[src/rtl/core/bmpr_pkg.sv]
// ----------------------------------------------------------------------------
// bmpr_pkg: shared types and constants of the bmp rle8 decoder
// result record, push request between parser and output queue, codes
// ----------------------------------------------------------------------------
package bmpr_pkg;

    // configuration register file
    localparam int CFG_W      = 13;
    localparam int CFG_IDX_W  = 1;
    localparam int CFG_DIM_RST = 4096;

    localparam logic [CFG_IDX_W-1:0] CFG_IMAGE_WIDTH  = 1'b0;
    localparam logic [CFG_IDX_W-1:0] CFG_IMAGE_HEIGHT = 1'b1;

    // default size limits
    localparam int DEF_MAX_WIDTH  = 4096;
    localparam int DEF_MAX_HEIGHT = 4096;

    // result field widths
    localparam int OUT_POS_W = 12;
    localparam int OUT_POS_MAX = (1 << OUT_POS_W) - 1;
    localparam int BYTE_W    = 8;

    typedef enum logic [1:0] {
        KIND_RUN = 2'd0,
        KIND_EOL = 2'd1,
        KIND_EOI = 2'd2
    } t_kind;

    // parser phase, one-hot
    typedef enum logic [5:0] {
        PH_COUNT = 6'b000001,
        PH_VALUE = 6'b000010,
        PH_DX    = 6'b000100,
        PH_DY    = 6'b001000,
        PH_LIT   = 6'b010000,
        PH_PAD   = 6'b100000
    } t_phase;

    // escape codes after a zero count byte
    localparam logic [BYTE_W-1:0] ESC_EOL   = 8'd0;
    localparam logic [BYTE_W-1:0] ESC_EOI   = 8'd1;
    localparam logic [BYTE_W-1:0] ESC_DELTA = 8'd2;

    typedef struct packed {
        t_kind                 kind;
        logic [OUT_POS_W-1:0]  row;
        logic [OUT_POS_W-1:0]  column;
        logic [BYTE_W-1:0]     run_length;
        logic [BYTE_W-1:0]     pixel_value;
        logic                  clipped;
        logic                  last;
    } t_result;

    // up to two results per accepted byte
    typedef struct packed {
        logic [1:0] n;
        t_result    e0;
        t_result    e1;
    } t_push;

endpackage

[src/rtl/core/bmpr_in_if.sv]
// ----------------------------------------------------------------------------
// bmpr_in_if: compressed byte channel
// valid/ready handshake carrying one stream byte per beat
// ----------------------------------------------------------------------------
interface bmpr_in_if;
    logic       valid;
    logic       ready;
    logic [7:0] stream_byte;
    logic       start_of_image;

    modport source (output valid, output stream_byte, output start_of_image, input ready);
    modport sink   (input valid, input stream_byte, input start_of_image, output ready);
endinterface

[src/rtl/core/bmpr_out_if.sv]
// ----------------------------------------------------------------------------
// bmpr_out_if: run descriptor channel
// valid/ready handshake carrying one run or end mark per beat
// ----------------------------------------------------------------------------
interface bmpr_out_if;
    logic        valid;
    logic        ready;
    logic [1:0]  kind;
    logic [11:0] row;
    logic [11:0] column;
    logic [7:0]  run_length;
    logic [7:0]  pixel_value;
    logic        clipped;
    logic        last;

    modport source (output valid, output kind, output row, output column,
                    output run_length, output pixel_value, output clipped,
                    output last, input ready);
    modport sink   (input valid, input kind, input row, input column,
                    input run_length, input pixel_value, input clipped,
                    input last, output ready);
endinterface

[src/rtl/core/bmp_rle8_decoder_top.sv]
// ----------------------------------------------------------------------------
// bmp_rle8_decoder_top: bmp rle8 stream decoder
// parses an rle8 pixel stream byte by byte into run descriptors and marks
// ----------------------------------------------------------------------------
//
//  channel   dir  handshake           beat content
//  i_byte    in   valid/ready         stream_byte, start_of_image
//  o_run     out  valid/ready         kind, row, column, run_length,
//                                     pixel_value, clipped, last
//  i_cfg_*   in   write enable only   image_width (0), image_height (1)
//
//  one byte a cycle while the queue has room: the parser state updates in the cycle a byte is taken,
//  its results land in a four-entry queue and leave one per output beat
//  i_byte.ready is high while the queue holds two or fewer results, so a
//  byte that makes two results (run plus end of line) is always stored
//  reset (synchronous, active low) empties the queue and puts the parser at
//  the bottom row, column 0, awaiting a count byte; widths reset to 4096
//  a stalled output only stops input once three results wait; results keep order
//
module bmp_rle8_decoder_top
    import bmpr_pkg::*;
#(
    parameter int MAX_WIDTH  = DEF_MAX_WIDTH,
    parameter int MAX_HEIGHT = DEF_MAX_HEIGHT
) (
    input  logic                 i_clk,
    input  logic                 i_rst_n,
    bmpr_in_if.sink              i_byte,
    bmpr_out_if.source           o_run,
    input  logic                 i_cfg_we,
    input  logic [CFG_IDX_W-1:0] i_cfg_index,
    input  logic [CFG_W-1:0]     i_cfg_wdata
);

    // configuration registers, read live by the parser
    logic [CFG_W-1:0] r_image_width;
    logic [CFG_W-1:0] r_image_height;

    logic  room;
    logic  accept;
    t_push push;

    always_ff @(posedge i_clk) begin
        if (!i_rst_n) begin
            r_image_width  <= CFG_W'(CFG_DIM_RST);
            r_image_height <= CFG_W'(CFG_DIM_RST);
        end else if (i_cfg_we) begin
            unique case (i_cfg_index)
                CFG_IMAGE_WIDTH:  r_image_width  <= i_cfg_wdata;
                CFG_IMAGE_HEIGHT: r_image_height <= i_cfg_wdata;
                default: ;
            endcase
        end
    end

    // input beat taken whenever the queue has space for two results
    assign i_byte.ready = room;
    assign accept       = i_byte.valid && room;

    bmpr_parser #(
        .MAX_WIDTH  (MAX_WIDTH),
        .MAX_HEIGHT (MAX_HEIGHT)
    ) u_parser (
        .i_clk            (i_clk),
        .i_rst_n          (i_rst_n),
        .i_accept         (accept),
        .i_stream_byte    (i_byte.stream_byte),
        .i_start_of_image (i_byte.start_of_image),
        .i_image_width    (r_image_width),
        .i_image_height   (r_image_height),
        .o_push           (push)
    );

    bmpr_outq u_outq (
        .i_clk   (i_clk),
        .i_rst_n (i_rst_n),
        .i_push  (push),
        .o_room  (room),
        .o_run   (o_run)
    );

endmodule

[src/rtl/core/bmpr_parser.sv]
// ----------------------------------------------------------------------------
// bmpr_parser: rle8 command parser
// holds phase, position and counts; turns one byte into up to two results
// ----------------------------------------------------------------------------
module bmpr_parser
    import bmpr_pkg::*;
#(
    parameter int MAX_WIDTH  = DEF_MAX_WIDTH,
    parameter int MAX_HEIGHT = DEF_MAX_HEIGHT
) (
    input  logic              i_clk,
    input  logic              i_rst_n,
    input  logic              i_accept,
    input  logic [BYTE_W-1:0] i_stream_byte,
    input  logic              i_start_of_image,
    input  logic [CFG_W-1:0]  i_image_width,
    input  logic [CFG_W-1:0]  i_image_height,
    output t_push             o_push
);

    localparam int CW  = $clog2(MAX_WIDTH + 256);
    localparam int RW  = $clog2(MAX_HEIGHT);
    localparam int HB  = $clog2(MAX_HEIGHT + 1);
    localparam int WW  = (CW > CFG_W) ? CW : CFG_W;
    localparam int HW  = (HB > CFG_W) ? HB : CFG_W;
    localparam int SWC = (CW > OUT_POS_W) ? CW : OUT_POS_W;
    localparam int SWR = (RW > OUT_POS_W) ? RW : OUT_POS_W;
    localparam int ROW_RST = ((CFG_DIM_RST > MAX_HEIGHT) ? MAX_HEIGHT : CFG_DIM_RST) - 1;

    t_phase            r_phase, n_phase;
    logic [BYTE_W-1:0] r_held, n_held;
    logic [CW-1:0]     r_col, n_col;
    logic [RW-1:0]     r_row, n_row;
    logic [BYTE_W-1:0] r_lit, n_lit;
    logic              r_pad, n_pad;
    logic              r_done, n_done;

    logic [WW-1:0] w_x;
    logic [CW-1:0] w_eff;
    logic [HW-1:0] h_x;
    logic [HW-1:0] h_eff;
    logic [RW-1:0] row_init;
    t_push         push;

    function automatic logic [OUT_POS_W-1:0] sat_col(input logic [CW-1:0] v);
        logic [SWC-1:0] x;
        x = SWC'(v);
        return (x > SWC'(OUT_POS_MAX)) ? OUT_POS_W'(OUT_POS_MAX) : x[OUT_POS_W-1:0];
    endfunction

    function automatic logic [OUT_POS_W-1:0] sat_row(input logic [RW-1:0] v);
        logic [SWR-1:0] x;
        x = SWR'(v);
        return (x > SWR'(OUT_POS_MAX)) ? OUT_POS_W'(OUT_POS_MAX) : x[OUT_POS_W-1:0];
    endfunction

    // clamp the dimension registers
    assign w_x = WW'(i_image_width);
    assign w_eff = (w_x == '0) ? CW'(1) :
                   (w_x > WW'(MAX_WIDTH)) ? CW'(MAX_WIDTH) : CW'(w_x);
    assign h_x = HW'(i_image_height);
    assign h_eff = (h_x == '0) ? HW'(1) :
                   (h_x > HW'(MAX_HEIGHT)) ? HW'(MAX_HEIGHT) : h_x;
    assign row_init = RW'(h_eff - HW'(1));

    always_comb begin
        t_phase            c_phase;
        logic [BYTE_W-1:0] c_held;
        logic [CW-1:0]     c_col;
        logic [RW-1:0]     c_row;
        logic [BYTE_W-1:0] c_lit;
        logic              c_pad;
        logic              c_done;
        logic [BYTE_W-1:0] b;
        logic              have_run;
        logic [BYTE_W-1:0] run_cnt;
        logic [CW-1:0]     avail;
        logic [CW-1:0]     run_len;
        logic              do_cmd;
        logic              force_line;
        logic [CW-1:0]     cmd_col;
        logic [RW-1:0]     cmd_row;
        logic              do_eoi;
        logic [RW-1:0]     eoi_row;
        logic              do_eol;
        logic [BYTE_W-1:0] lit_nx;
        t_result           run_res;
        t_result           tail_res;

        b = i_stream_byte;
        if (i_start_of_image) begin
            c_phase = PH_COUNT;
            c_held  = '0;
            c_col   = '0;
            c_row   = row_init;
            c_lit   = '0;
            c_pad   = 1'b0;
            c_done  = 1'b0;
        end else begin
            c_phase = r_phase;
            c_held  = r_held;
            c_col   = r_col;
            c_row   = r_row;
            c_lit   = r_lit;
            c_pad   = r_pad;
            c_done  = r_done;
        end

        n_phase = c_phase;
        n_held  = c_held;
        n_col   = c_col;
        n_row   = c_row;
        n_lit   = c_lit;
        n_pad   = c_pad;
        n_done  = c_done;

        have_run   = 1'b0;
        run_cnt    = '0;
        do_cmd     = 1'b0;
        force_line = 1'b0;
        cmd_col    = c_col;
        cmd_row    = c_row;
        do_eoi     = 1'b0;
        eoi_row    = c_row;
        do_eol     = 1'b0;
        lit_nx     = '0;

        if (!c_done) begin
            unique case (c_phase)
                PH_COUNT: begin
                    n_held  = b;
                    n_phase = PH_VALUE;
                end
                PH_VALUE: begin
                    if (c_held != '0) begin
                        have_run = 1'b1;
                        run_cnt  = c_held;
                        do_cmd   = 1'b1;
                        cmd_col  = c_col + CW'(c_held);
                    end else if (b == ESC_EOL) begin
                        do_cmd     = 1'b1;
                        force_line = 1'b1;
                    end else if (b == ESC_EOI) begin
                        do_eoi = 1'b1;
                    end else if (b == ESC_DELTA) begin
                        n_phase = PH_DX;
                    end else begin
                        n_lit   = b;
                        n_pad   = b[0];
                        n_phase = PH_LIT;
                    end
                end
                PH_DX: begin
                    n_held  = b;
                    n_phase = PH_DY;
                end
                PH_DY: begin
                    if (SWR'(b) > SWR'(c_row)) begin
                        do_eoi  = 1'b1;
                        eoi_row = '0;
                    end else begin
                        do_cmd  = 1'b1;
                        cmd_row = c_row - RW'(b);
                        cmd_col = c_col + CW'(c_held);
                    end
                end
                PH_LIT: begin
                    have_run = 1'b1;
                    run_cnt  = 8'd1;
                    lit_nx   = (c_lit != '0) ? c_lit - 8'd1 : '0;
                    n_lit    = lit_nx;
                    n_col    = c_col + CW'(1);
                    if (lit_nx == '0) begin
                        if (c_pad) begin
                            n_phase = PH_PAD;
                        end else begin
                            do_cmd  = 1'b1;
                            cmd_col = c_col + CW'(1);
                        end
                    end
                end
                PH_PAD: begin
                    n_pad  = 1'b0;
                    do_cmd = 1'b1;
                end
                default: begin
                    n_phase = PH_COUNT;
                end
            endcase
        end

        // end of command: a column past the width or an end-of-line escape ends the line, or the image on row 0
        if (do_cmd) begin
            n_col   = cmd_col;
            n_row   = cmd_row;
            n_phase = PH_COUNT;
            if (force_line || (cmd_col > w_eff)) begin
                if (cmd_row == '0) begin
                    do_eoi  = 1'b1;
                    eoi_row = '0;
                end else begin
                    do_eol = 1'b1;
                    n_row  = cmd_row - RW'(1);
                    n_col  = '0;
                end
            end
        end
        if (do_eoi) begin
            n_done  = 1'b1;
            n_phase = PH_COUNT;
        end

        // run record, clipped at the row end
        avail   = (c_col < w_eff) ? w_eff - c_col : '0;
        run_len = (CW'(run_cnt) < avail) ? CW'(run_cnt) : avail;

        run_res.kind        = KIND_RUN;
        run_res.row         = sat_row(c_row);
        run_res.column      = sat_col(c_col);
        run_res.run_length  = run_len[BYTE_W-1:0];
        run_res.pixel_value = b;
        run_res.clipped     = (CW'(run_cnt) > avail);
        run_res.last        = !(do_eol || do_eoi);

        tail_res.kind        = do_eoi ? KIND_EOI : KIND_EOL;
        tail_res.row         = do_eoi ? sat_row(eoi_row) : sat_row(cmd_row);
        tail_res.column      = '0;
        tail_res.run_length  = '0;
        tail_res.pixel_value = '0;
        tail_res.clipped     = 1'b0;
        tail_res.last        = 1'b1;

        push.e0 = have_run ? run_res : tail_res;
        push.e1 = tail_res;
        push.n  = i_accept ? (2'(have_run) + 2'(do_eol || do_eoi)) : 2'd0;
    end

    assign o_push = push;

    always_ff @(posedge i_clk) begin
        if (!i_rst_n) begin
            r_phase <= PH_COUNT;
            r_held  <= '0;
            r_col   <= '0;
            r_row   <= RW'(ROW_RST);
            r_lit   <= '0;
            r_pad   <= 1'b0;
            r_done  <= 1'b0;
        end else if (i_accept) begin
            r_phase <= n_phase;
            r_held  <= n_held;
            r_col   <= n_col;
            r_row   <= n_row;
            r_lit   <= n_lit;
            r_pad   <= n_pad;
            r_done  <= n_done;
        end
    end

    // a finished image stays silent until the next start
    a_done_quiet: assert property (@(posedge i_clk) disable iff (!i_rst_n)
        (r_done && !i_start_of_image) |-> (push.n == 2'd0))
        else $error("result pushed after end of image");

    // two results: a run followed by the closing mark
    a_pair_order: assert property (@(posedge i_clk) disable iff (!i_rst_n)
        (push.n == 2'd2) |-> (push.e0.kind == KIND_RUN && !push.e0.last &&
                              push.e1.kind != KIND_RUN && push.e1.last))
        else $error("bad result pair");

    // end of image always sets the done flag
    a_eoi_done: assert property (@(posedge i_clk) disable iff (!i_rst_n)
        (i_accept && push.n != 2'd0 &&
         ((push.n == 2'd1 && push.e0.kind == KIND_EOI) ||
          (push.n == 2'd2 && push.e1.kind == KIND_EOI))) |=> r_done)
        else $error("end of image without done flag");

endmodule

[src/rtl/core/bmpr_outq.sv]
// ----------------------------------------------------------------------------
// bmpr_outq: result queue
// four-entry buffer taking up to two results a cycle while it has room, one out per beat
// ----------------------------------------------------------------------------
module bmpr_outq
    import bmpr_pkg::*;
(
    input  logic              i_clk,
    input  logic              i_rst_n,
    input  t_push             i_push,
    output logic              o_room,
    bmpr_out_if.source        o_run
);

    t_result    r_mem [4];
    logic [1:0] r_wptr, n_wptr;
    logic [1:0] r_rptr, n_rptr;
    logic [2:0] r_cnt, n_cnt;
    logic       pop;
    t_result    head;

    assign pop    = o_run.valid && o_run.ready;
    assign n_wptr = r_wptr + i_push.n;
    assign n_rptr = r_rptr + 2'(pop);
    assign n_cnt  = r_cnt + 3'(i_push.n) - 3'(pop);

    // room for a worst case byte
    assign o_room = (r_cnt <= 3'd2);

    always_ff @(posedge i_clk) begin
        if (!i_rst_n) begin
            r_wptr <= '0;
            r_rptr <= '0;
            r_cnt  <= '0;
        end else begin
            r_wptr <= n_wptr;
            r_rptr <= n_rptr;
            r_cnt  <= n_cnt;
        end
    end

    always_ff @(posedge i_clk) begin
        if (i_push.n != 2'd0) begin
            r_mem[r_wptr] <= i_push.e0;
        end
        if (i_push.n == 2'd2) begin
            r_mem[r_wptr + 2'd1] <= i_push.e1;
        end
    end

    assign head = r_mem[r_rptr];

    assign o_run.valid       = (r_cnt != '0);
    assign o_run.kind        = head.kind;
    assign o_run.row         = head.row;
    assign o_run.column      = head.column;
    assign o_run.run_length  = head.run_length;
    assign o_run.pixel_value = head.pixel_value;
    assign o_run.clipped     = head.clipped;
    assign o_run.last        = head.last;

    a_no_overflow: assert property (@(posedge i_clk) disable iff (!i_rst_n)
        r_cnt <= 3'd4)
        else $error("result queue overflow");

    a_push_room: assert property (@(posedge i_clk) disable iff (!i_rst_n)
        (i_push.n != 2'd0) |-> (r_cnt <= 3'd2))
        else $error("push without room");

    a_ptr_track: assert property (@(posedge i_clk) disable iff (!i_rst_n)
        (r_cnt == 3'd0 || r_cnt == 3'd4) |-> (r_wptr == r_rptr))
        else $error("queue pointers out of step with count");

endmodule
[src/flat_wrapper.sv]
// flat-port wrapper written by rule: the top's interface ports become plain ports
module bmp_rle8_decoder_top_flat import bmpr_pkg::*;
#(
    parameter int MAX_WIDTH  = DEF_MAX_WIDTH,
    parameter int MAX_HEIGHT = DEF_MAX_HEIGHT
)
  (i_clk, i_rst_n, i_cfg_we, i_cfg_index, i_cfg_wdata, i_byte_valid, i_byte_stream_byte, i_byte_start_of_image, i_byte_ready, o_run_valid, o_run_kind, o_run_row, o_run_column, o_run_run_length, o_run_pixel_value, o_run_clipped, o_run_last, o_run_ready);
  bmpr_in_if i_byte_i ();
  bmpr_out_if o_run_i ();
  input  logic i_clk;
  input  logic i_rst_n;
  input  logic i_cfg_we;
  input  logic [CFG_IDX_W-1:0] i_cfg_index;
  input  logic [CFG_W-1:0] i_cfg_wdata;
  input wire logic [$bits(i_byte_i.valid)-1:0] i_byte_valid;
  input wire logic [$bits(i_byte_i.stream_byte)-1:0] i_byte_stream_byte;
  input wire logic [$bits(i_byte_i.start_of_image)-1:0] i_byte_start_of_image;
  output wire logic [$bits(i_byte_i.ready)-1:0] i_byte_ready;
  output wire logic [$bits(o_run_i.valid)-1:0] o_run_valid;
  output wire logic [$bits(o_run_i.kind)-1:0] o_run_kind;
  output wire logic [$bits(o_run_i.row)-1:0] o_run_row;
  output wire logic [$bits(o_run_i.column)-1:0] o_run_column;
  output wire logic [$bits(o_run_i.run_length)-1:0] o_run_run_length;
  output wire logic [$bits(o_run_i.pixel_value)-1:0] o_run_pixel_value;
  output wire logic [$bits(o_run_i.clipped)-1:0] o_run_clipped;
  output wire logic [$bits(o_run_i.last)-1:0] o_run_last;
  input wire logic [$bits(o_run_i.ready)-1:0] o_run_ready;
  assign i_byte_i.valid = i_byte_valid;
  assign i_byte_i.stream_byte = i_byte_stream_byte;
  assign i_byte_i.start_of_image = i_byte_start_of_image;
  assign i_byte_ready = i_byte_i.ready;
  assign o_run_valid = o_run_i.valid;
  assign o_run_kind = o_run_i.kind;
  assign o_run_row = o_run_i.row;
  assign o_run_column = o_run_i.column;
  assign o_run_run_length = o_run_i.run_length;
  assign o_run_pixel_value = o_run_i.pixel_value;
  assign o_run_clipped = o_run_i.clipped;
  assign o_run_last = o_run_i.last;
  assign o_run_i.ready = o_run_ready;
  bmp_rle8_decoder_top #(.MAX_WIDTH(MAX_WIDTH), .MAX_HEIGHT(MAX_HEIGHT)) u_core (.i_clk(i_clk), .i_rst_n(i_rst_n), .i_byte(i_byte_i), .o_run(o_run_i), .i_cfg_we(i_cfg_we), .i_cfg_index(i_cfg_index), .i_cfg_wdata(i_cfg_wdata));
endmodule
[config.mk]
export PLATFORM = sky130hd
export DESIGN_NAME = bmp_rle8_decoder_top_flat
export DESIGN_NICKNAME = d
export VERILOG_FILES = /design/src/rtl/core/bmpr_pkg.sv /design/src/rtl/core/bmpr_in_if.sv /design/src/rtl/core/bmpr_out_if.sv /design/src/rtl/core/bmp_rle8_decoder_top.sv /design/src/rtl/core/bmpr_parser.sv /design/src/rtl/core/bmpr_outq.sv /design/src/flat_wrapper.sv
export SDC_FILE = /design/constraint.sdc
export NUM_CORES = 1
export LEC_CHECK = 0
export ABC_CLOCK_PERIOD_IN_PS = 13400
export BUFFER_PORTS_ARGS = -buffer_cell sky130_fd_sc_hd__buf_2
export CORE_UTILIZATION = 45
export CTS_BUF_LIST = sky130_fd_sc_hd__clkbuf_8
export CTS_CLUSTER_DIAMETER = 150
export DETAILED_ROUTE_END_ITERATION = 7
export PLACE_DENSITY = 0.71
export SYNTH_ARGS = -nofsm -noshare
export SYNTH_HDL_FRONTEND = slang
export SYNTH_SLANG_ARGS = --single-unit
[constraint.sdc]
create_clock -name i_clk -period 13.4 [get_ports i_clk]
set_clock_uncertainty 0.2 [all_clocks]
set_input_delay 0.67 -clock i_clk [delete_from_list [all_inputs] [get_ports i_clk]]
set_output_delay 0.67 -clock i_clk [all_outputs]
set_load 0.02 [all_outputs]
==> impl_metrics.json, run 1 <==
{
  "status": "completed",
  "power_frac_seq_pct": 42.8,
  "fin_crit_sh_pct": 73.8,
  "min_period_ns": 9.89,
  "routedWlPerCell_um": 21.3,
  "p_sw_share_pct": 32.9,
  "startpoint": "u_core.r_image_height[8]$_SDFFE_PN0P_",
  "layout-drive-gt1-share_pct": 13.5,
  "r2r_slack_ns": 3.51,
  "synth.area.top_cells": "dfxtp_1, edfxtp_1, nand2_1, mux4_2, ha_1",
  "ys_async_sr_fraction_pct": 0,
  "grt_pass1_vias": 13600,
  "cts_sinks": 258,
  "crit_family": "compound AO/OA/AOI/OAI gates",
  "syn_nets": 1905,
  "r2r-start": "u_core.r_image_height[8]$_SDFFE_PN0P_",
  "p_switching_uw": 672,
  "gp_congestion": 0.986,
  "firstDrtPassIters": 6,
  "vias": 14600,
  "r2r_cells": 32,
  "die_x_um": 189,
  "ys_ff_latch": 258,
  "cp_common_cell": "ha_1",
  "drv_slew": 0,
  "setup_viol": 0,
  "syn_area_um2": 15700,
  "cp.arrival_ns": 9.99,
  "track_usage_pct": 27.4,
  "cts_resized": 0,
  "synth-seq-area-share_pct": 36.5,
  "p_per_area_nw_per_um2": 118,
  "cp_max_fo": 40,
  "crit_path_end": "u_core.u_outq.r_mem[1][31]$_DFFE_PP_",
  "root_buffer": "clkbuf_8",
  "max-slew-margin-rel_pct": 22.7,
  "finalSetupTns_ns": 0,
  "core-area_um2": 33900,
  "p_leak_uw": 0.00695,
  "antenna_found_initial": 0,
  "dr.first_iter.drc_count": 1516,
  "die_area_um2": 35600,
  "min_path_type": "in2reg",
  "fin_area_um2": 17300,
  "cts_buffer_depth": 3,
  "synth_top_area_share_pct": 25.8,
  "cts_tree": "yes",
  "path_class": "reg2reg",
  "peakVddDrop_mv": 0.0845,
  "numCtsBuffers": 45,
  "post_cts_buffers": 0,
  "drc": 0,
  "cp_slowest_cell": "or2_2",
  "hold_viol_final": 0,
  "yosysTopAreaCell": "dfxtp_1",
  "tightest_slew_ns": 1.16,
  "setup.worst_path.end_class": "flip-flop",
  "clkTransAtPathRegs_ns": 0.07,
  "syn-mean-instance-area_um2": 8.65,
  "hold_buffers": 0,
  "insertion_delay_ns": 0.61,
  "dpl.hpwl_mm": 35.8,
  "grt_max_degree": 61,
  "grt_pass1_wl_mm": 76.9,
  "viasPerCell": 6.26,
  "fp-row-count": 67,
  "cp-start-kind": "flip-flop",
  "postRouteAntennaNets": 0,
  "clkPwrFrac_pct": 36.3,
  "syn2layout_area_growth_pct": 10.1,
  "ios": 74,
  "wl_mm": 49.8,
  "initial_core_util_pct": 46.3,
  "r2r-end": "u_core.u_outq.r_mem[1][31]$_DFFE_PP_",
  "synthCells": 1811,
  "cp_num_cells": 32,
  "synth_edf_count": 56,
  "portBuffers": 73,
  "fmax_ghz": 0.101,
  "yosysWarnings": 0,
  "path_buf_inv": 3,
  "synthFlopType": "dfxtp_1",
  "place_area_um2": 16300,
  "synth.distinct_cells": 100,
  "internal_power_uw": 1370,
  "die_h_um": 189,
  "fin_nets": 1946,
  "rsz0062_at_grt": "false",
  "antennaDiodeCount": 0,
  "grt-ovfl-total": 0,
  "critical_path_required_ns": 13.51,
  "critPathMaxStageDelay_ns": 0.69,
  "pwr-share-comb_pct": 20.8,
  "cap_viol_max_count": 0,
  "htree_levels": 2
}
-- state kept, by name, summed over array words and instances (netlist names) --
signal and count:
u_core.r_image_height 13, u_core.r_image_width 13, u_core.u_outq.r_cnt 3, u_core.u_outq.r_mem 176
u_core.u_outq.r_rptr 2, u_core.u_outq.r_wptr 2, u_core.u_parser.r_col 13, u_core.u_parser.r_done 1
u_core.u_parser.r_held 8, u_core.u_parser.r_lit 8, u_core.u_parser.r_pad 1, u_core.u_parser.r_phase 6
u_core.u_parser.r_row 12
-- placed cells by master, fill, tap and decap left out, types with 19 or more instances in the layout --
cell and n:
ha_1 62, mux2i_1 19, a21o_1 24, nor2b_1 33, a22o_1 54, edfxtp_1 56, a21oi_1 105, a22oi_1 19
nor2_1 178, nor3_1 26, nand2b_1 24, mux4_2 44, nand2_1 285, o21ai_0 120, inv_1 81, clkbuf_8 53
nand3_1 28, dfxtp_1 200, a31oi_1 22, xnor2_1 34, buf_2 73
-- layer usage --
metal,global-route usage [%],part of all wire [%],vias to the layer above
met2,42.5,44,735
met5,0,0,-
met4,8.50,2.6,0
met3,4.94,9.5,108
met1,38.7,44,7060
li1,-,-,6732
-- worst min path at each step --
| stage | from | to | slack (ns) | cells after the start |
|---|---|---|---|---|
| 2_1_floorplan | u_core.u_outq.r_mem[2][10]$_SDFFE_PP0P_ | u_core.u_outq.r_mem[2][10]$_SDFFE_PP0P_ | 0.22 | 2 |
| 3_3_place_gp | u_core.u_outq.r_mem[1][4]$_SDFFE_PP0P_ | u_core.u_outq.r_mem[1][4]$_SDFFE_PP0P_ | 0.23 | 2 |
| 3_5_place_dp | u_core.u_outq.r_mem[2][8]$_SDFFE_PP0P_ | u_core.u_outq.r_mem[2][8]$_SDFFE_PP0P_ | 0.24 | 2 |
| 4_1_cts | i_cfg_wdata[10] | u_core.r_image_width[10]$_SDFFE_PN0P_ | 0.10 | 3 |
| 5_1_grt | i_cfg_wdata[10] | u_core.r_image_width[10]$_SDFFE_PN0P_ | 0.11 | 3 |
| 6_report | i_cfg_wdata[0] | u_core.r_image_width[0]$_SDFFE_PN0P_ | 0.13 | 3 |
-- Yosys cell counts (all sizes together), types with 7 or more instances --
| master | count |
|---|---|
| a2bb2oi | 7 |
| nor4 | 19 |
| nand4 | 15 |
| nand3 | 28 |
| o221ai | 18 |
| dfxtp | 202 |
| nor2 | 179 |
| o21a | 8 |
| o21ai | 130 |
| nor2b | 33 |
| nor3 | 32 |
| clkbuf | 75 |
| ha | 62 |
| and2 | 19 |
| a21oi | 106 |
| mux2i | 19 |
| o31ai | 7 |
| or2 | 9 |
| o22ai | 18 |
| mux4 | 44 |
| edfxtp | 56 |
| o211ai | 11 |
| inv | 70 |
| a31oi | 24 |
| nand2b | 24 |
| a22oi | 19 |
| and3 | 20 |
| xnor2 | 34 |
| xor2 | 15 |
| a21o | 24 |
| or3 | 15 |
| nand2 | 287 |
| a221oi | 9 |
| a22o | 54 |
| mux2 | 7 |
| buf | 19 |
-- cell type report --
| cell class | instances | area [µm²] |
|---|---|---|
| Tap cell | 448 | 561 |
| Timing Repair Buffer | 88 | 478 |
| Fill cell | 3192 | 16600 |
| Multi-Input combinational cell | 1386 | 9290 |
| Sequential cell | 258 | 5730 |
| Clock buffer | 53 | 729 |
| Clock inverter | 30 | 185 |
| Inverter | 73 | 274 |
-- power by group through the flow --
stage	Sequential (µW)	Combinational (µW)	Clock [µW]
floorplan	843	346	0
global placement	892	413	0
detailed placement	893	417	0
CTS	877	419	751
global route	883	460	787
finish	875	426	742
-- cells by family after synthesis --
| kind of cell | synth area share (%) |
|---|---|
| DFF | 36.5 |
| muxes | 8.07 |
| adders and majority gates | 5.46 |
| and+or+nand+nor | 20.7 |
| xor gates and xnor gates | 2.74 |
| AOI/OAI and AO/OA | 22.3 |
| buffers and inverters | 4.16 |
-- per-stage QoR --
stage,instances,hold WS (ns),setup WS (ns),power (µW),utilization (%)
global placement,2253,0.229,3.93,1300,48.2
finish,2336,0.131,3.51,2040,50.9
global route,2336,0.114,2.83,2130,50.9
floorplan,1811,0.220,5.30,1190,-
CTS,2336,0.104,3.66,2050,50.9
detailed placement,2253,0.239,3.69,1310,48.2
-- worst reg2reg max path, delay by kind of cell (launching register included) --
family / cells / cell delay, ns
muxes: 1 / 0.39
AOI/OAI and AO/OA: 14 / 3.19
DFF: 1 / 0.37
adders and majority gates: 4 / 1.54
and+or+nand+nor: 10 / 3.00
buffers and inverters: 3 / 0.92
(Power assumes the default switching activity.)
==> inputs of run 2 (changes only) <==
ABC_CLOCK_PERIOD_IN_PS = 10100   (was 13400)
clock period = 10.1 ns   (was 13.4 ns; I/O delays follow)
==> impl_metrics.json, run 2 (synthesized netlist as in run 1, its figures left out) <==
{
  "status": "completed",
  "largest-register": "u_core.u_outq.r_mem",
  "final_cells": 2356,
  "setup_viol": 0,
  "tightest_slew_ns": 1.13,
  "viasPerCell": 6.20,
  "path_class": "reg2reg",
  "cts_tree": "yes",
  "cp-start-kind": "flip-flop",
  "cp.arrival_ns": 9.62,
  "ios": 74,
  "wl_mm": 50.9,
  "die_x_um": 189,
  "p_per_area_nw_per_um2": 158,
  "postRouteAntennaNets": 0,
  "drv_slew": 0,
  "portBuffers": 73,
  "die_area_um2": 35600,
  "core-area_um2": 33900,
  "finalSetupTns_ns": 0,
  "final_cell_mix": "nand2_1, dfxtp_1, nor2_1, o21ai_0, a21oi_1",
  "antennaDiodeCount": 0,
  "critPathMaxStageDelay_ns": 0.79,
  "place_area_um2": 16400,
  "largest_reg_flops": 176,
  "layout_setup_ws_ns": 0.799,
  "firstDrtPassIters": 6,
  "layout-drive-gt1-share_pct": 13.3,
  "dp.cells": 2260,
  "fin_area_um2": 17500,
  "peakVddDrop_mv": 0.136,
  "place_ws_ns": 0.973,
  "cts_buffer_depth": 3,
  "critical_path_required_ns": 10.42,
  "cp_slowest_cell": "nor2_1",
  "numCtsBuffers": 45,
  "clkTransAtPathRegs_ns": 0.06,
  "post_cts_buffers": 0,
  "gp_congestion": 0.965,
  "dpl.hpwl_mm": 36.3,
  "min_period_ns": 9.30,
  "grt_max_degree": 61,
  "grt_pass1_vias": 14000,
  "fin_nets": 1967,
  "rsz0062_at_grt": "false",
  "r2r_slack_ns": 0.80,
  "cp_common_cell": "ha_1",
  "syn2layout_area_growth_pct": 11.6,
  "antenna_found_initial": 0,
  "cp_max_fo": 12,
  "initial_core_util_pct": 46.3,
  "cts_resized": 0,
  "die_h_um": 189,
  "final_common_cell": "nand2_1",
  "max-slew-margin-rel_pct": 24.3,
  "fmax_ghz": 0.108,
  "htree_levels": 2,
  "min_path_type": "in2reg",
  "fin_crit_sh_pct": 92.1,
  "hold_viol_final": 0,
  "vias": 14600,
  "drc": 0,
  "grt-ovfl-total": 0,
  "grt_pass1_wl_mm": 78.9,
  "cts_sinks": 258,
  "root_buffer": "clkbuf_8",
  "insertion_delay_ns": 0.60,
  "cap_viol_max_count": 0,
  "holdWs_ns": 0.0972,
  "setup.worst_path.end_class": "flip-flop",
  "fp-row-count": 67,
  "track_usage_pct": 28.2,
  "p_leak_uw": 0.00709,
  "dr.first_iter.drc_count": 1424,
  "routedWlPerCell_um": 21.6
}
-- run 2: cell types whose count changed in the layout (fill, tap and decap cells not counted) --
cell	previous run	this run
inv_1	81	89
clkbuf_8	53	52
dlygate4sd3_1	0	14
buf_4	15	22
clkinv_2	9	5
clkinv_4	1	0
clkinvlp_4	4	0
bufinv_16	1	4
clkinv_1	5	3
-- run 2: worst max-delay path: cells and delay by family (launching register included) --
family                   cells  cell delay, ns
AND/OR/NAND/NOR             12            4.03
AO/OA/AOI/OAI               13            2.83
adder cells (fa/ha/maj)      4            1.37
buffers and inverters        2            0.40
flip-flops                   1            0.37
-- run 2: final timing paths --
kind	startpoint	endpoint	cells past startpoint
max reg2reg	u_core.r_image_height[8]$_SDFFE_PN0P_	u_core.u_outq.r_mem[3][13]$_SDFFE_PP0P_	31
max	u_core.r_image_height[8]$_SDFFE_PN0P_	u_core.u_outq.r_mem[3][13]$_SDFFE_PP0P_	31
min reg2reg	u_core.u_outq.r_mem[3][4]$_SDFFE_PP0P_	u_core.u_outq.r_mem[3][4]$_SDFFE_PP0P_	2
min	i_byte_stream_byte[7]	u_core.u_parser.r_held[7]$_SDFFE_PN0P_	3
-- run 2: layer usage --
metal / track usage (%) / wire length, µm / up-vias
li1: - / - / 6751
met1: 38.4 / 21900 / 6988
met2: 44.1 / 22900 / 743
met3: 5.79 / 4620 / 119
met4: 10.1 / 1510 / 0
met5: 0 / 0 / -
-- run 2: through the flow --
| step | power, µW | utilization [%] |
|---|---|---|
| 2_1_floorplan | 1580 | - |
| 3_3_place_gp | 1740 | 48.4 |
| 3_5_place_dp | 1740 | 48.4 |
| 4_1_cts | 2770 | 51.6 |
| 5_1_grt | 2880 | 51.6 |
| 6_report | 2760 | 51.6 |
-- run 2: final cells by class --
class                           count  area [µm²]
Clock buffer                       52         716
Clock inverter                     30         239
Fill cell                        3195       16400
Inverter                           73         274
Multi-Input combinational cell   1386        9290
Sequential cell                   258        5730
Tap cell                          448         561
Timing Repair Buffer              109         671
-- run 2: where the power goes --
part	total, µW	switching, µW	leakage, µW	internal [µW]
sequential	1170	85.1	0.00209	1080
combinational	568	336	0.00444	232
clock	1030	454	0.000563	575
-- run 2: repair_timing --
item	CTS	global route
hold buffers	14	0
hold endpoints to repair	23	0
endpoints found under the setup margin	0	0
==> inputs of run 3 (changes only) <==
RECOVER_POWER = 50   (was default)
SKIP_LAST_GASP = 1   (was default)
==> impl_metrics.json, run 3 (synthesized netlist as in run 1, its figures left out) <==
{
  "drv_slew": 138,
  "cp_common_cell": "ha_1",
  "cp-start-kind": "flip-flop",
  "p_per_area_nw_per_um2": 159,
  "final_cells": 2356,
  "cp_num_cells": 31,
  "grt_pass1_wl_mm": 78.9,
  "r2r_cells": 31,
  "hp-start": "i_byte_stream_byte[7]",
  "rsz0062_at_grt": "false",
  "root_buffer": "clkbuf_8",
  "final_cell_mix": "nand2_1, dfxtp_1, nor2_1, o21ai_0, a21oi_1",
  "die_x_um": 189,
  "fin_nets": 1967,
  "dpl.hpwl_mm": 36.3,
  "r2r-start": "u_core.r_image_height[8]$_SDFFE_PN0P_",
  "r2r_slack_ns": 0.69,
  "cts_sinks": 258,
  "largest_reg_flops": 176,
  "syn2layout_area_growth_pct": 10.7,
  "track_usage_pct": 28.2,
  "ios": 74,
  "r2r-end": "u_core.u_outq.r_mem[3][13]$_SDFFE_PP0P_",
  "min_path_type": "in2reg",
  "die_h_um": 189,
  "clkTransAtPathRegs_ns": 0.06,
  "critical_path_required_ns": 10.42,
  "peakVddDrop_mv": 0.136,
  "post_cts_buffers": 0,
  "tightest_slew_ns": 2.99,
  "path_class": "reg2reg",
  "cts_buffer_depth": 3,
  "antenna_found_initial": 0,
  "viasPerCell": 6.22,
  "startpoint": "u_core.r_image_height[8]$_SDFFE_PN0P_",
  "gp_congestion": 0.965,
  "path_buf_inv": 2,
  "dr.first_iter.drc_count": 1417,
  "cts_tree": "yes",
  "whs_endpoint": "u_core.u_parser.r_held[7]$_SDFFE_PN0P_",
  "largest-register": "u_core.u_outq.r_mem",
  "drc": 0,
  "grt-ovfl-total": 0,
  "portBuffers": 73,
  "postRouteAntennaNets": 0,
  "crit_family": "simple AND/OR/NAND/NOR gates",
  "antennaDiodeCount": 0,
  "layout_setup_ws_ns": 0.690,
  "setup.worst_path.end_class": "flip-flop",
  "core-area_um2": 33900,
  "cp.arrival_ns": 9.73,
  "routedWlPerCell_um": 21.6,
  "htree_levels": 2,
  "final_common_cell": "nand2_1",
  "layout-drive-gt1-share_pct": 10.2,
  "min_period_ns": 9.41,
  "cp_slowest_cell": "nor2_1",
  "violations": "capacitance limit, slew limit",
  "power_uw": 2760,
  "post-route-util_pct": 51.2,
  "grt_pass1_vias": 14000,
  "fp-row-count": 67,
  "fmax_ghz": 0.106,
  "numCtsBuffers": 45,
  "hold_path_depth": 3,
  "initial_core_util_pct": 46.3,
  "cap_viol_max_count": 4,
  "dp.cells": 2260,
  "cts_resized": 0,
  "place_ws_ns": 0.973,
  "wl_mm": 50.9,
  "setup_viol": 0,
  "cp_max_fo": 12,
  "die_area_um2": 35600,
  "insertion_delay_ns": 0.61,
  "p_leak_uw": 0.00691,
  "critPathMaxStageDelay_ns": 0.83,
  "finalSetupTns_ns": 0,
  "grt_max_degree": 61,
  "vias": 14600,
  "firstDrtPassIters": 6,
  "max-slew-margin-rel_pct": -99.4,
  "hold_viol_final": 0,
  "status": "complete, but fails checks",
  "fin_crit_sh_pct": 93.2
}
## run 3: metrics by stage
stage | hold WS [ns] | instance area, µm²
CTS | 0.0553 | 17500
detailed placement | 0.237 | 16400
global placement | 0.229 | 16400
finish | 0.0882 | 17300
floorplan | 0.220 | 15700
global route | 0.0807 | 17300
## run 3: what timing repair did
| action | CTS | global route |
|---|---|---|
| hold buffers | 14 | 0 |
| endpoints found under the hold margin | 23 | 0 |
| endpoints found under the setup margin | 0 | 0 |
## run 3: cell type report
cell class | count | area (µm²)
clock buffer | 52 | 716
clock inverter | 30 | 239
fill | 3235 | 16500
inverter | 73 | 274
multi-input combinational | 1386 | 9230
sequential | 258 | 5730
tap | 448 | 561
timing repair buffer | 109 | 596
## run 3: worst max-delay path by stage
| stage | endpoint | slack [ns] |
|---|---|---|
| after floorplan | u_core.u_outq.r_mem[3][30]$_DFFE_PP_ | 2.00 |
| after global placement | u_core.u_outq.r_mem[3][12]$_SDFFE_PP0P_ | 1.36 |
| after detailed placement | u_core.u_outq.r_mem[3][13]$_SDFFE_PP0P_ | 0.97 |
| after CTS | u_core.u_outq.r_mem[3][13]$_SDFFE_PP0P_ | 0.92 |
| after global routing | u_core.u_outq.r_mem[3][14]$_SDFFE_PP0P_ | 0.14 |
| final | u_core.u_outq.r_mem[3][13]$_SDFFE_PP0P_ | 0.69 |
## run 3: where the power goes
part	internal (µW)	switching (µW)
Combinational	230	335
Clock	575	455
Sequential	1080	85.6
Total	1880	875
## run 3: routing by layer
layer / track usage (%) / wire length, µm / vias to the layer above
li1: - / - / 6759
met1: 38.4 / 21900 / 7024
met2: 44.1 / 22800 / 737
met3: 5.79 / 4610 / 124
met4: 10.1 / 1580 / 0
met5: 0 / 0 / -
## run 3: worst register-to-register path: cells and delay by family, from the launching register on
| family | cells | cell delay (ns) |
|---|---|---|
| AO/OA/AOI/OAI | 13 | 2.86 |
| adder cells (fa/ha/maj) | 4 | 1.37 |
| flip-flops | 1 | 0.37 |
| buffers and inverters | 2 | 0.38 |
| AND/OR/NAND/NOR | 12 | 4.20 |
